**src/sv/source_comment_stripper_defines.svh**
```systemverilog
// Assertion macros shared by the comment stripper RTL.
`ifndef SOURCE_COMMENT_STRIPPER_DEFINES_SVH
`define SOURCE_COMMENT_STRIPPER_DEFINES_SVH

`ifndef SYNTHESIS

// Same-cycle implication, checked out of reset
`define SCS_ASSERT_IMP(label, ante, cons) \
  label: assert property (@(posedge clk) disable iff (rst) (ante) |-> (cons)) \
    else $error("scs assertion failed");

// Next-cycle implication, checked out of reset
`define SCS_ASSERT_NXT(label, ante, cons) \
  label: assert property (@(posedge clk) disable iff (rst) (ante) |=> (cons)) \
    else $error("scs assertion failed");

`else

`define SCS_ASSERT_IMP(label, ante, cons)
`define SCS_ASSERT_NXT(label, ante, cons)

`endif

`endif

```
**src/sv/scs_pkg.sv**
```systemverilog
// Shared types and character constants for the comment stripper.
`default_nettype none

package scs_pkg;

  localparam int CHAR_BITS = 16;

  localparam logic [CHAR_BITS-1:0] CH_CR     = CHAR_BITS'(16'h000D);
  localparam logic [CHAR_BITS-1:0] CH_LF     = CHAR_BITS'(16'h000A);
  localparam logic [CHAR_BITS-1:0] CH_SLASH  = CHAR_BITS'(16'h002F);
  localparam logic [CHAR_BITS-1:0] CH_STAR   = CHAR_BITS'(16'h002A);
  localparam logic [CHAR_BITS-1:0] CH_BSLASH = CHAR_BITS'(16'h005C);
  localparam logic [CHAR_BITS-1:0] CH_SQUOTE = CHAR_BITS'(16'h0027);
  localparam logic [CHAR_BITS-1:0] CH_DQUOTE = CHAR_BITS'(16'h0022);
  localparam logic [CHAR_BITS-1:0] CH_SPACE  = CHAR_BITS'(16'h0020);

  // Scanner mode
  typedef enum logic [1:0] {
    MODE_NORMAL = 2'd0,
    MODE_QUOTE  = 2'd1,
    MODE_LINE   = 2'd2,
    MODE_BLOCK  = 2'd3
  } mode_t;

  // One classified input: up to two output characters or a bare end marker
  typedef struct packed {
    logic [CHAR_BITS-1:0] ch0;
    logic [CHAR_BITS-1:0] ch1;
    logic                 two;
    logic                 char_valid;
    logic                 eot;
  } entry_t;

  localparam int ENTRY_BITS = $bits(entry_t);

endpackage

`default_nettype wire

```
**src/sv/source_comment_stripper.sv**
```systemverilog
// Comment stripper for C-style source text: one character per request in, stripped text out.
//
// s_axis carries one character per request; s_axis_tlast marks the last character of
// a text. m_axis returns the stripped characters; m_axis_tuser[0] is high when
// m_axis_tdata holds a character (low on a bare end marker), m_axis_tuser[1] marks the
// last result of one input request, and m_axis_tlast marks the final result of a text.
// The scanner classifies each character as it is accepted; its results pass through the
// entry queue and then the output register to m_axis. Input is taken every cycle while the
// entry queue has room, so a steady stream runs at one character per cycle. An input
// that yields two results (a held slash and the character after it) is sent as two
// successive results, one per load of the single output register.
// When the sink stalls, the output register holds and the queue of QUEUE_DEPTH
// entries absorbs input until full, then s_axis_tready drops. Reset empties the queue
// and the output register and returns the scanner to normal text.
`default_nettype none
`include "source_comment_stripper_defines.svh"

module source_comment_stripper #(
  parameter int QUEUE_DEPTH = 4
) (
  input  wire logic        clk,
  input  wire logic        rst,
  input  wire logic        s_axis_tvalid,
  output logic             s_axis_tready,
  input  wire logic [15:0] s_axis_tdata,  // [15:0] char_code
  input  wire logic        s_axis_tlast,  // end_of_text
  output logic             m_axis_tvalid,
  input  wire logic        m_axis_tready,
  output logic [15:0]      m_axis_tdata,  // [15:0] out_char
  output logic [1:0]       m_axis_tuser,  // [0] char_valid, [1] last_of_run
  output logic             m_axis_tlast   // text_done
);

  localparam int CW = $clog2(QUEUE_DEPTH + 1);

  logic            take;
  logic            q_push;
  scs_pkg::entry_t q_in;
  logic            q_pop;
  logic            q_valid;
  scs_pkg::entry_t q_head;
  logic            q_full;
  logic [CW-1:0]   q_count;
  logic            front_idle;

  assign s_axis_tready = !q_full;
  assign take          = s_axis_tvalid && s_axis_tready;

  scs_front u_front (
    .clk         (clk),
    .rst         (rst),
    .take        (take),
    .char_code   (s_axis_tdata),
    .end_of_text (s_axis_tlast),
    .push        (q_push),
    .entry       (q_in),
    .at_reset    (front_idle)
  );

  scs_queue #(
    .DEPTH (QUEUE_DEPTH)
  ) u_queue (
    .clk        (clk),
    .rst        (rst),
    .push       (q_push),
    .push_entry (q_in),
    .pop        (q_pop),
    .head_valid (q_valid),
    .head       (q_head),
    .full       (q_full),
    .count      (q_count)
  );

  scs_back u_back (
    .clk        (clk),
    .rst        (rst),
    .head_valid (q_valid),
    .head       (q_head),
    .pop        (q_pop),
    .m_tvalid   (m_axis_tvalid),
    .m_tready   (m_axis_tready),
    .m_tdata    (m_axis_tdata),
    .m_tuser    (m_axis_tuser),
    .m_tlast    (m_axis_tlast)
  );

  // Checks
  `SCS_ASSERT_IMP(a_no_push_full, q_push, !q_full || q_pop)
  `SCS_ASSERT_IMP(a_count_bound, 1'b1, q_count <= CW'(QUEUE_DEPTH))
  `SCS_ASSERT_IMP(a_done_ends_run, m_axis_tvalid && m_axis_tlast, m_axis_tuser[1])
  `SCS_ASSERT_IMP(a_bare_marker, m_axis_tvalid && !m_axis_tuser[0], m_axis_tlast && m_axis_tdata == 16'h0000)
  `SCS_ASSERT_NXT(a_text_end_reset, take && s_axis_tlast, front_idle)

endmodule

`default_nettype wire

```
**src/sv/scs_front.sv**
```systemverilog
// Front end: scans one character per request and builds queue entries.
`default_nettype none

module scs_front (
  input  wire logic                          clk,
  input  wire logic                          rst,
  input  wire logic                          take,
  input  wire logic [scs_pkg::CHAR_BITS-1:0] char_code,
  input  wire logic                          end_of_text,
  output logic                               push,
  output scs_pkg::entry_t                    entry,
  output logic                               at_reset
);

  scs_pkg::mode_t mode, mode_next;
  logic quote_is_double, quote_is_double_next;
  logic escape_pending, escape_pending_next;
  logic slash_held, slash_held_next;
  logic star_held, star_held_next;
  logic newline_seen_in_block, newline_seen_in_block_next;

  logic is_slash, is_star, is_nl, is_quote, is_dq;
  logic [scs_pkg::CHAR_BITS-1:0] close_ch;
  logic [scs_pkg::CHAR_BITS-1:0] e0, e1;
  logic [1:0] n_emit;

  assign is_slash = (char_code == scs_pkg::CH_SLASH);
  assign is_star  = (char_code == scs_pkg::CH_STAR);
  assign is_nl    = (char_code == scs_pkg::CH_CR) || (char_code == scs_pkg::CH_LF);
  assign is_dq    = (char_code == scs_pkg::CH_DQUOTE);
  assign is_quote = is_dq || (char_code == scs_pkg::CH_SQUOTE);
  assign close_ch = quote_is_double ? scs_pkg::CH_DQUOTE : scs_pkg::CH_SQUOTE;

  // Next scanner state
  always_comb begin
    mode_next                  = mode;
    quote_is_double_next       = quote_is_double;
    escape_pending_next        = escape_pending;
    slash_held_next            = slash_held;
    star_held_next             = star_held;
    newline_seen_in_block_next = newline_seen_in_block;
    unique case (mode)
      scs_pkg::MODE_NORMAL: begin
        if (slash_held) begin
          slash_held_next = 1'b0;
          if (is_slash) begin
            mode_next = scs_pkg::MODE_LINE;
          end else if (is_star) begin
            mode_next                  = scs_pkg::MODE_BLOCK;
            star_held_next             = 1'b0;
            newline_seen_in_block_next = 1'b0;
          end else if (is_quote) begin
            mode_next            = scs_pkg::MODE_QUOTE;
            quote_is_double_next = is_dq;
            escape_pending_next  = 1'b0;
          end
        end else if (is_slash && !end_of_text) begin
          slash_held_next = 1'b1;
        end else if (is_quote) begin
          mode_next            = scs_pkg::MODE_QUOTE;
          quote_is_double_next = is_dq;
          escape_pending_next  = 1'b0;
        end
      end
      scs_pkg::MODE_QUOTE: begin
        if (escape_pending) begin
          escape_pending_next = 1'b0;
        end else if (char_code == scs_pkg::CH_BSLASH) begin
          escape_pending_next = 1'b1;
        end else if (char_code == close_ch) begin
          mode_next = scs_pkg::MODE_NORMAL;
        end
      end
      scs_pkg::MODE_LINE: begin
        if (is_nl) begin
          mode_next = scs_pkg::MODE_NORMAL;
        end
      end
      scs_pkg::MODE_BLOCK: begin
        if (star_held && is_slash) begin
          star_held_next             = 1'b0;
          mode_next                  = scs_pkg::MODE_NORMAL;
          newline_seen_in_block_next = 1'b0;
        end else begin
          star_held_next = 1'b0;
          if (is_star) begin
            star_held_next = !end_of_text;
          end else if (is_nl) begin
            newline_seen_in_block_next = 1'b1;
          end
        end
      end
      default: mode_next = scs_pkg::MODE_NORMAL;
    endcase
    // end of text puts everything back to reset
    if (end_of_text) begin
      mode_next                  = scs_pkg::MODE_NORMAL;
      quote_is_double_next       = 1'b0;
      escape_pending_next        = 1'b0;
      slash_held_next            = 1'b0;
      star_held_next             = 1'b0;
      newline_seen_in_block_next = 1'b0;
    end
  end

  // Characters emitted for this request
  always_comb begin
    e0     = '0;
    e1     = '0;
    n_emit = 2'd0;
    unique case (mode)
      scs_pkg::MODE_NORMAL: begin
        if (slash_held) begin
          if (!is_slash && !is_star) begin
            e0     = scs_pkg::CH_SLASH;
            e1     = char_code;
            n_emit = 2'd2;
          end
        end else if (!(is_slash && !end_of_text)) begin
          e0     = char_code;
          n_emit = 2'd1;
        end
      end
      scs_pkg::MODE_QUOTE: begin
        e0     = char_code;
        n_emit = 2'd1;
      end
      scs_pkg::MODE_LINE: begin
        if (is_nl) begin
          e0     = char_code;
          n_emit = 2'd1;
        end
      end
      scs_pkg::MODE_BLOCK: begin
        if (star_held && is_slash) begin
          if (!newline_seen_in_block) begin
            e0     = scs_pkg::CH_SPACE;
            n_emit = 2'd1;
          end
        end else if (is_nl) begin
          e0     = char_code;
          n_emit = 2'd1;
        end
      end
      default: n_emit = 2'd0;
    endcase
  end

  // Queue entry; a silent final character still yields an end marker
  assign push             = take && ((n_emit != 2'd0) || end_of_text);
  assign entry.ch0        = e0;
  assign entry.ch1        = e1;
  assign entry.two        = (n_emit == 2'd2);
  assign entry.char_valid = (n_emit != 2'd0);
  assign entry.eot        = end_of_text;

  assign at_reset = (mode == scs_pkg::MODE_NORMAL) && !quote_is_double && !escape_pending &&
                    !slash_held && !star_held && !newline_seen_in_block;

  // State registers
  always_ff @(posedge clk) begin
    if (rst) begin
      mode                  <= scs_pkg::MODE_NORMAL;
      quote_is_double       <= 1'b0;
      escape_pending        <= 1'b0;
      slash_held            <= 1'b0;
      star_held             <= 1'b0;
      newline_seen_in_block <= 1'b0;
    end else if (take) begin
      mode                  <= mode_next;
      quote_is_double       <= quote_is_double_next;
      escape_pending        <= escape_pending_next;
      slash_held            <= slash_held_next;
      star_held             <= star_held_next;
      newline_seen_in_block <= newline_seen_in_block_next;
    end
  end

endmodule

`default_nettype wire

```
**src/sv/scs_queue.sv**
```systemverilog
// Small entry queue between the scanner and the output stage.
`default_nettype none

module scs_queue #(
  parameter int DEPTH = 4
) (
  input  wire logic                       clk,
  input  wire logic                       rst,
  input  wire logic                       push,
  input  wire scs_pkg::entry_t            push_entry,
  input  wire logic                       pop,
  output logic                            head_valid,
  output scs_pkg::entry_t                 head,
  output logic                            full,
  output logic [$clog2(DEPTH+1)-1:0]      count
);

  localparam int PW = $clog2(DEPTH);
  localparam int CW = $clog2(DEPTH + 1);

  scs_pkg::entry_t slots [DEPTH];
  logic [PW-1:0] wr_ptr, rd_ptr;
  logic do_pop;

  assign head_valid = (count != '0);
  assign full       = (count == CW'(DEPTH));
  assign head       = slots[rd_ptr];
  assign do_pop     = pop && head_valid;

  // Storage
  always_ff @(posedge clk) begin
    if (push) begin
      slots[wr_ptr] <= push_entry;
    end
  end

  // Pointers and fill count
  always_ff @(posedge clk) begin
    if (rst) begin
      wr_ptr <= '0;
      rd_ptr <= '0;
      count  <= '0;
    end else begin
      if (push) begin
        wr_ptr <= (wr_ptr == PW'(DEPTH - 1)) ? '0 : wr_ptr + 1'b1;
      end
      if (do_pop) begin
        rd_ptr <= (rd_ptr == PW'(DEPTH - 1)) ? '0 : rd_ptr + 1'b1;
      end
      case ({push, do_pop})
        2'b10:   count <= count + 1'b1;
        2'b01:   count <= count - 1'b1;
        default: count <= count;
      endcase
    end
  end

endmodule

`default_nettype wire

```
**src/sv/scs_back.sv**
```systemverilog
// Back end: splits queue entries into output requests, registered toward the sink.
`default_nettype none

module scs_back (
  input  wire logic                          clk,
  input  wire logic                          rst,
  input  wire logic                          head_valid,
  input  wire scs_pkg::entry_t               head,
  output logic                               pop,
  output logic                               m_tvalid,
  input  wire logic                          m_tready,
  output logic [scs_pkg::CHAR_BITS-1:0]      m_tdata,
  output logic [1:0]                         m_tuser,
  output logic                               m_tlast
);

  logic half;
  logic load;
  logic first_of_two;

  assign load         = (!m_tvalid || m_tready) && head_valid;
  assign first_of_two = head.two && !half;
  assign pop          = load && !first_of_two;

  // Output valid and second-half tracking
  always_ff @(posedge clk) begin
    if (rst) begin
      m_tvalid <= 1'b0;
      half     <= 1'b0;
    end else if (!m_tvalid || m_tready) begin
      m_tvalid <= head_valid;
      if (head_valid) begin
        half <= first_of_two;
      end
    end
  end

  // Output payload
  always_ff @(posedge clk) begin
    if (load) begin
      if (first_of_two) begin
        m_tdata <= head.ch0;
        m_tuser <= {1'b0, 1'b1};
        m_tlast <= 1'b0;
      end else begin
        m_tdata <= head.two ? head.ch1 : head.ch0;
        m_tuser <= {1'b1, head.char_valid};
        m_tlast <= head.eot;
      end
    end
  end

endmodule

`default_nettype wire

```
**config.mk**
```make
export PLATFORM = sky130hd
export DESIGN_NAME = source_comment_stripper
export DESIGN_NICKNAME = d
export VERILOG_FILES = /design/src/sv/scs_pkg.sv /design/src/sv/source_comment_stripper.sv /design/src/sv/scs_front.sv /design/src/sv/scs_queue.sv /design/src/sv/scs_back.sv
export VERILOG_INCLUDE_DIRS = /design/src /design/src/sv
export SDC_FILE = /design/constraint.sdc
export NUM_CORES = 1
export LEC_CHECK = 0
export ABC_CLOCK_PERIOD_IN_PS = 2800
export BUFFER_PORTS_ARGS = -buffer_cell sky130_fd_sc_hd__clkbuf_2
export CORE_AREA = 3 3 134 136
export DETAILED_ROUTE_END_ITERATION = 16
export DIE_AREA = 0 0 137 139
export GPL_TIMING_DRIVEN = 0
export PLACE_DENSITY_LB_ADDON = 0.08
export SLEW_MARGIN = 30
export SYNTH_ARGS = -nofsm -noshare
export SYNTH_HDL_FRONTEND = slang
export SYNTH_HIERARCHICAL = 1
export SYNTH_SLANG_ARGS = --single-unit
```
**constraint.sdc**
```tcl
create_clock -name clk -period 2.8 [get_ports clk]
set_input_delay 0.14 -clock clk [delete_from_list [all_inputs] [get_ports clk]]
set_output_delay 0.14 -clock clk [all_outputs]
set_load 0.01 [all_outputs]
```
After elaboration in Yosys (flattened, before gate mapping):

Memory sizes are Yosys's and may differ from the RTL's. A register that Yosys moved wholly into a read port is not among the register bits.
Cells that the tools add are included.

* shifts and indexed selects: 0
* magnitude comparators: 0
* bitwise gates (word level): 0
* multipliers: 0
* reductions and logical operators: 34
* multiplexer cells: 72
* add/subtract/negate cells: 4
* equality and inequality tests: 33
* divide/modulo/power cells: 0

Operator list (count)
* $mux 16: 9
* $eq 16x6->1 const B: 4
* $pmux 16 s4: 1
* $mux 2: 19
* $mux 1: 34
* $eq 16x4->1 const B: 2
* $ne 3x2->1 const B: 6
* $eq 16x16->1: 1
* $eq 16x7->1 const B: 1
* $pmux 2 s4: 2
* $ne 3x3->1 const B: 5
* $reduce_and 5->1: 3
* $reduce_and 7->1: 2
* $eq 2x2->1 const B: 6
* $mux 6: 2
* $ne 4x4->1 const B: 3
* $logic_and 1x1->1: 9
* $reduce_bool 3->1: 3
* $logic_not 1->1: 7
* $pmux 1 s2: 3
* $pmux 3 s2: 1
* $reduce_bool 2->1: 3
* $add 2x1->2 const B: 2
* $eq 2x1->1 const B: 2
* other kinds (9): 13

* ROM bits: 0
* bits in registers: 35
* output and inout port bits: 21
* latch bits: 0
* memory bits (writable): 140
* memories: 1
* input bits: 21

Memory list
* u_queue.slots: words 4, bits a word 35, rd ports 1, clocked after Yosys merged registers in 1, wr ports 1, line scs_queue.sv:21 `scs_pkg::entry_t slots [DEPTH];`

Depth between registers and ports, before layout:

Gate-level depths: netlist of run 1.

* depth in word-level cells: 11
* gate-level depth with buffers: 14

Cells and area by module:

Netlist of run 1, hierarchy kept.

Modules (own cells, without submodules)
* scs_queue: cells an instance 232, seq. area each 4384.2 µm², area an instance 5562.8 µm², instances 1
* scs_front: cells an instance 142, seq. area each 140.1 µm², area an instance 1028.5 µm², instances 1
* scs_back: cells an instance 50, seq. area each 610.6 µm², area an instance 928.4 µm², instances 1
* source_comment_stripper: cells an instance 2, seq. area each 0.0 µm², area an instance 10.0 µm², instances 1

Worst setup path before layout of run 1:

OpenSTA, ideal clock, no wires.

* path kind: input-to-reg
* from: input s_axis_tdata[8]
* to: register u_queue.count[2]
* data arrival time: 2.885 ns
* slack: -0.154 ns
* buffers on the path: 0
* cell stages on the path: 13
* cell sequence: nor4_4 > nand4_2 > or3_1 > and3_4 > a21o_1 > o21a_1 > inv_1 > ha_1 > inv_1 > fa_1 > xor2_1 > or3_1 > a21oi_1

RTL lines
* start, declared: line source_comment_stripper.sv:25 `input wire logic [15:0] s_axis_tdata,`
* end signal, assigned: line scs_queue.sv:51 `2'b10: count <= count + 1'b1;`
* end signal, assigned: line scs_queue.sv:52 `2'b01: count <= count - 1'b1;`
* end signal, assigned: line scs_queue.sv:53 `default: count <= count;`
* end, declared: line scs_queue.sv:15 `output logic [$clog2(DEPTH+1)-1:0] count`

==> results.cfg, run 1 <==
[worst_setup_path]
cp.required_ps = 3150
path_buf_inv = 2
cp_max_fo = 8
path_depth = 11
cp-end-kind = register
path_cells = or3_4 -> o22a_4 -> a21o_4 -> o21a_4 -> inv_2 -> ha_4 -> inv_1 -> fa_2 -> xor2_1 -> or3_1 -> a21oi_1
arrival_ps = 3040
startpoint_type = register
cpMaxStageDelayCell = or3_4
rr_worst_depth = 11
worst_path_largest_cell_delay_ps = 410
criticalPathCategory = register to register
crit_family = compound AO/OA/AOI/OAI gates

[final_layout]
fin_cells = 734
area_growth_pct = 16.8
antenna_cells = 0
nets = 524
drive_above_1_share = 0.346

[sta]
finalSetupViolCount = 0
worst_pin_slew_ps = 764
finalCritPeriodShare = 0.959
grt_setup_unrepaired = false
period_minus_slack_ps = 2690
max_slew_margin = 0.485
clock-skew-final_ps = 8.70
finalMaxSlewViolations = 0
fin_ws_ps = 114
finalHoldViolations = 0
fin_tns_setup_ps = 0
fmax_mhz = 372

[die]
rows = 48
pin_count = 42
die_w_um = 137
die_h_um = 139
core_um2 = 17100
start_util = 0.441
dieArea_um2 = 19000

[drt]
drt-vias-per-instance = 5.43
drc = 0
ant_nets = 0
wl_per_cell_um = 20.8
vias = 3985
drtPass1Iterations = 4
routed.top_layer = met4
drt-met1-wl_um = 7010
dr_wl_met3_um = 608
drt_iter0_drc = 290
wl_um = 15300
wl_met2_um = 7470

[clock_tree]
hold_buffers = 0
clockRootBuffer = clkbuf_16
htreeDepth = 4
cts_tree = yes
clockBufferDepth = 2
clk_pin_slew_ps = 60
clock_latency_ps = 420
clock_sinks = 177
cts_inserted_buffers = 17

[place]
dpl.hpwl_um = 9220
preCtsSetupSlack_ps = -861
gp_congestion = 0.819
port_buffers = 39
dp_cells = 688

[pwr]
p_leak_nw = 2.99
power_density_nw_per_um2 = 841
ir_drop_uv = 419

[logic_synthesis]
postSynthCellCount = 424
syn_avg_cell_area_um2 = 17.7
yosys_warnings = 6
syn_nets = 452
syn_area_um2 = 7520

[grt]
grt_pass1_wl_um = 24100
antenna_found_initial = 0
overflow = 0
grt_usage = 0.171
grt_max_degree = 36
grt_pass1_vias = 4055

[flow_run]
max_cap_violations = 0

[status]
status = completed

[hold_path]
worstHoldPathCells = 3
hp-class = input pin to register
-- per-stage QoR --
| step | total power, mW | utilization | hold slack, ps | instance area, µm² |
|---|---|---|---|---|
| 3_3_place_gp | 5.06 | 0.469 | 434 | 8010 |
| 6_report | 7.39 | 0.515 | 16.0 | 8780 |
| 3_5_place_dp | 5.09 | 0.470 | 449 | 8010 |
| 2_1_floorplan | 4.58 | - | 209 | 7530 |
| 4_1_cts | 7.47 | 0.510 | 0.300 | 8690 |
| 5_1_grt | 7.73 | 0.515 | 4.23 | 8780 |
-- state kept, by name, indices dropped and copies added (netlist names), named ones only --
signal,count
u_front/slash_held,1
u_front/star_held,1
u_back/m_tuser,2
u_queue/rd_ptr,2
u_queue/wr_ptr,2
u_back/half,1
u_front/newline_seen_in_block,1
u_back/m_tlast,1
u_back/m_tdata,16
u_back/m_tvalid,1
u_front/mode,2
u_queue/slots,140
u_front/quote_is_double,1
u_front/escape_pending,1
u_queue/count,3
-- placed cells by master (no fill, tap or decap), drive strengths merged, types with 8 or more instances in the layout --
cell type and count:
inv 16, dfxtp 18, nor4 8, nor2 26, mux4 35, edfxtp 159
a21oi 16, clkbuf 61, mux2 19, buf 28, and2 32
-- layout make-up --
class	count	area (µm²)
Buffer	16	185
Clock inverter	12	140
Inverter	15	56.3
Tap cell	225	282
Sequential cell	177	5140
Multi-Input combinational cell	215	2240
Timing Repair Buffer	54	308
Clock buffer	20	437
Fill cell	1431	8270
-- worst min-delay path, delay by kind of cell --
family	cells	cell delay, ps
and+or+nand+nor	1	110
buffers and inverters	1	70
AOI/OAI and AO/OA	1	60
-- worst paths after layout --
check	from	to	slack, ps
worst max-delay path	u_front/mode[1]	u_queue/count[2]	110
worst min-delay path	m_axis_tready	u_back/m_tvalid	20
worst max register to register	u_front/mode[1]	u_queue/count[2]	110
worst min register to register	u_queue/rd_ptr[0]	register	500
-- routing by layer --
layer,track usage,vias to the layer above
li1,-,1820
met3,0.0457,16
met1,0.242,2055
met2,0.268,94
met5,0,-
met4,0.0394,0
-- where the power goes --
group,leakage [nW],switching [mW],internal (mW)
combinational,1.16,0.828,0.789
clock,0.278,0.948,1.39
sequential,1.56,0.115,3.32
-- what timing repair did --
action	in CTS	in global routing
gates resized for setup	17	10
setup buffers	7	8
gates cloned	0	0
endpoints found under the setup margin	143	142
pin swaps	2	6
Note: power is estimated with default switching activity, not from simulation.
==> run 2: changes to the inputs <==
- SETUP_SLACK_MARGIN: not set -> 0.15
==> run 2 against run 1 <==
Cell count rose by 0.54%. Sequential cell count did not move. Worst hold slack improved by 50 ps. Sequential share of layout area down 0.29 points. Die area unchanged. Setup slack got worse by 6.7 ps. Maximum frequency shrank 0.25%. Critical endpoint unchanged. Largest cell class unchanged.
==> results.cfg, run 2 (synthesized netlist as in run 1, its figures left out) <==
[place]
port_buffers = 39
dpl.hpwl_um = 9290
gp_congestion = 0.829
place_area_um2 = 8010

[drt]
drt-vias-per-instance = 5.33
wl_um = 15200
wl_per_cell_um = 20.6
ant_nets = 0
drtPass1Iterations = 4
drt_iter0_drc = 249
drc = 0
vias = 3933

[pwr]
power_density_nw_per_um2 = 834
ir_drop_uv = 420
p_leak_nw = 3.00
p_int_mw = 5.38
p_seq_frac = 0.467
switching_share = 0.269
p_clk_frac = 0.306
p_switching_mw = 1.98
pwr-share-comb = 0.228

[final_layout]
area_growth_pct = 17.4
biggestRegsByFlops = u_queue/slots: 140 flops, u_back/m_tdata: 16 flops, u_queue/count: 3 flops
drive_above_1_share = 0.365
nets = 528
largest_reg_flops = 140
mostFrequentLayoutCell = edfxtp_1
largest-register = u_queue/slots
final_cell_area_um2 = 8830
antenna_cells = 0
final_cell_mix = 159 x edfxtp_1, 40 x clkbuf_2, 30 x mux4_2, 26 x and2_1, 24 x nor2_1
utilization = 0.518

[clock_tree]
htreeDepth = 4
clock_latency_ps = 420
cts_inserted_buffers = 17
clock_sinks = 177
cts_tree = yes
clk_pin_slew_ps = 70
clockBufferDepth = 2
clockRootBuffer = clkbuf_16

[grt]
grt_pass1_vias = 4058
overflow = 0
grt_usage = 0.169
grt_pass1_wl_um = 23700
antenna_found_initial = 0
grt_max_degree = 36

[sta]
period_minus_slack_ps = 2690
finalSetupViolCount = 0
grt_setup_unrepaired = true
worst_pin_slew_ps = 760
clock-skew-final_ps = 6.25
finalHoldViolations = 0
hold_ws_ps = 66.0
fmax_mhz = 371
finalCritPeriodShare = 0.962
finalMaxSlewViolations = 0
max_slew_margin = 0.487

[die]
pin_count = 42
die_w_um = 137
die_h_um = 139
core_um2 = 17100
dieArea_um2 = 19000
start_util = 0.441
rows = 48

[hold_path]
hp-class = input pin to register

[status]
status = completed

[worst_setup_path]
cp.required_ps = 3150
criticalPathCategory = register to register
startpoint_type = register
cp_max_fo = 4
cp-end-kind = register
arrival_ps = 3050

[flow_run]
max_cap_violations = 0
run 2: cell types whose count changed in the layout (fill, tap and decap cells not counted), moves of 2 or more:
| cell | previous run | this run |
|---|---|---|
| clkinvlp_4 | 1 | 3 |
| clkbuf_1 | 3 | 1 |
| clkinv_1 | 4 | 0 |
| buf_8 | 0 | 2 |
| buf_4 | 17 | 19 |
| clkinv_4 | 1 | 5 |
| bufinv_16 | 3 | 1 |
run 2: cell type report:
type / count / area, µm²
Buffer: 17 / 198
Clock buffer: 18 / 429
Clock inverter: 14 / 135
Fill cell: 1433 / 8230
Inverter: 15 / 56.3
Multi-Input combinational cell: 215 / 2250
Sequential cell: 177 / 5140
Tap cell: 225 / 282
Timing Repair Buffer: 57 / 333
run 2: metal layers:
layer / GRT usage / part of all wire / vias to the layer above
li1: - / - / 1826
met1: 0.240 / 0.48 / 2027
met2: 0.262 / 0.48 / 64
met3: 0.0348 / 0.027 / 16
met4: 0.0536 / 0.015 / 0
met5: 0 / 0 / -
run 2: critical path: stages (launching register included):
cell and delay [ps]:
dfxtp_2 330, buf_8 90, buf_12 90, mux4_2 550, nand2b_4 120, and3_4 190, o31ai_4 70, inv_1 70
ha_2 180, inv_2 40, fa_2 320, xor2_1 150, or3_1 300, a21oi_1 120
run 2: repair_timing:
action | CTS | global route
hold buffers | 1 | 0
setup buffers | 9 | 8
gates resized for setup | 20 | 5
endpoints found under the setup margin | 143 | 142
endpoints found under the hold margin | 1 | 0
pin swaps | 7 | 2
run 2: power by group through the flow:
stage	sequential [mW]	combinational [mW]	clock (mW)
floorplan	3.54	1.05	0
global placement	3.48	1.57	0
detailed placement	3.49	1.60	0
CTS	3.44	1.67	2.30
global route	3.47	1.83	2.41
finish	3.44	1.68	2.25
run 2: final timing paths:
kind	start	to	slack (ps)	depth (start not counted)
hold reg to reg	u_queue/rd_ptr[0]	register	490	2
setup reg to reg	register	u_queue/count[2]	110	13
hold / removal	rst	u_back/m_tvalid	70	2
setup / recovery	register	u_queue/count[2]	110	13
run 2: per-stage QoR:
stage | worst slack [ps] | power, mW | std cells | setup TNS [ps]
6_report | 107 | 7.36 | 738 | 0
3_3_place_gp | -995 | 5.05 | 688 | -138720
5_1_grt | -25.8 | 7.71 | 738 | -25.8
3_5_place_dp | -808 | 5.08 | 688 | -89080
2_1_floorplan | -60.9 | 4.59 | 424 | -60.9
4_1_cts | 102 | 7.41 | 730 | 0
==> run 3: changes to the inputs <==
- ABC_CLOCK_PERIOD_IN_PS: 2800 -> 3400
- clock period: 2.8 -> 3.4 ns (I/O delays scaled with it)
==> run 3 against run 2 <==
Clock skew up 1.4 ps. Count of clock-buffer cells in the layout up 2. Combinational power down 23%.
==> results.cfg, run 3 (synthesized netlist as in run 1, its figures left out) <==
[status]
status = completed

[final_layout]
nets = 512
fin_cells = 721
mostFrequentLayoutCell = edfxtp_1
largest_reg_flops = 140
biggestRegsByFlops = u_queue/slots: 140 flops, u_back/m_tdata: 16 flops, u_queue/count: 3 flops
area_growth_pct = 15.1
final_cell_mix = 159 x edfxtp_1, 41 x clkbuf_2, 30 x mux4_2, 26 x and2_1, 25 x nor2_1
n_fill_cell = 1448
antenna_cells = 0
utilization = 0.507
final_cell_area_um2 = 8650
drive_above_1_share = 0.315
largest-register = u_queue/slots

[worst_setup_path]
reg2reg_slack_ps = 350
timing.rr.end = u_queue/count[2]
path_cells = or3_2 -> o22a_4 -> a21o_1 -> o21a_2 -> inv_1 -> ha_1 -> inv_1 -> fa_1 -> xor2_1 -> or3_1 -> a21oi_1
rr_worst_depth = 11
path_buf_inv = 2
cpMaxStageDelayCell = or3_2
arrival_ps = 3400
startpoint_type = register
r2r_start = u_front/mode[0]
criticalPathCategory = register to register
cp_common_cell = inv_1
cp.required_ps = 3750
cp-end-kind = register
crit_family = compound AO/OA/AOI/OAI gates
worst_path_largest_cell_delay_ps = 520
cp_max_fo = 7

[sta]
hold_ws_ps = 43.8
grt_setup_unrepaired = false
fin_tns_setup_ps = 0
fin_ws_ps = 351
clock-skew-final_ps = 7.65
finalHoldViolations = 0
finalCritPeriodShare = 0.897
max_slew_margin = 0.573
finalSetupViolCount = 0
fmax_mhz = 328
finalMaxSlewViolations = 0
worst_pin_slew_ps = 632
period_minus_slack_ps = 3050

[drt]
wl_um = 14800
drt_iter0_drc = 291
drtPass1Iterations = 6
drt-vias-per-instance = 5.41
drc = 0
ant_nets = 0
vias = 3902
wl_per_cell_um = 20.6

[die]
start_util = 0.441
dieArea_um2 = 19000
die_h_um = 139
pin_count = 42
die_w_um = 137
core_um2 = 17100
rows = 48

[grt]
overflow = 0
grt_pass1_wl_um = 23500
grt_usage = 0.169
grt_max_degree = 36
grt_pass1_vias = 4112
antenna_found_initial = 0

[place]
dp_cells = 688
preCtsSetupSlack_ps = -219
port_buffers = 39
dpl.hpwl_um = 9160
place_area_um2 = 8010
gp_congestion = 0.864

[clock_tree]
hold_buffers = 0
htreeDepth = 4
cts_tree = yes
clockRootBuffer = clkbuf_16
clock_sinks = 177
clock_latency_ps = 430
clockBufferDepth = 2
cts_inserted_buffers = 17
clk_pin_slew_ps = 60

[pwr]
p_seq_frac = 0.462
finalPower_mw = 6.11
p_clk_frac = 0.326
p_switching_mw = 1.54
p_leak_nw = 2.93
power_density_nw_per_um2 = 707
p_int_mw = 4.58
pwr-share-comb = 0.212
ir_drop_uv = 357
switching_share = 0.251

[hold_path]
hp-class = input pin to register
holdPathEnd = u_back/m_tvalid
worstHoldPathCells = 3
hold_start = m_axis_tready

[flow_run]
max_cap_violations = 0
run 3: power groups by stage:
stage	Combinational, mW	Sequential [mW]	Clock, mW
floorplan	0.855	2.92	0
global placement	1.30	2.87	0
detailed placement	1.32	2.87	0
CTS	1.32	2.82	2.05
global route	1.44	2.85	2.13
finish	1.30	2.82	1.99
run 3: area by class of cell:
| class | count | area [µm²] | share of cell area |
|---|---|---|---|
| clock inverter | 11 | 164 | 0.0189 |
| inverter | 15 | 56.3 | 0.00651 |
| timing repair buffer | 41 | 210 | 0.0243 |
| multi-input combinational | 215 | 2190 | 0.253 |
| buffer | 17 | 178 | 0.0205 |
| clock buffer | 20 | 437 | 0.0505 |
| tap | 225 | 282 | 0.0325 |
| sequential | 177 | 5140 | 0.594 |
run 3: worst register-to-register path, stage by stage, from the launching register on:
cell	delay (ps)
dfxtp_1	380
or3_2	520
o22a_4	270
a21o_1	220
o21a_2	260
inv_1	90
ha_1	180
inv_1	60
fa_1	370
xor2_1	160
or3_1	310
a21oi_1	170
run 3: worst max-delay path by stage:
stage / endpoint / start / slack (ps) / cells after the start
finish: u_queue/count[2] / u_front/mode[0] / 350 / 11
global route: u_queue/count[2] / register / 180 / 13
CTS: u_queue/count[2] / register / 220 / 13
detailed placement: u_queue/count[2] / s_axis_tdata[8] / -220 / 14
global placement: u_queue/slots[2][12] / s_axis_tdata[7] / -960 / 8
floorplan: u_queue/count[2] / s_axis_tdata[8] / 420 / 13
run 3: layer usage:
metal	global-route usage	routed length [µm]	part of all wire	up-vias
met3	0.0450	663	0.045	17
met4	0.0557	226	0.015	0
met2	0.266	7170	0.48	104
li1	-	-	-	1786
met5	0	0	0	-
met1	0.229	6780	0.46	1995
run 3: what timing repair did:
| action | in CTS | in global routing |
|---|---|---|
| setup endpoints to repair | 1 | 1 |
| buffers inserted | 0 | 2 |
| resized for setup | 1 | 6 |
| pin swaps | 0 | 1 |
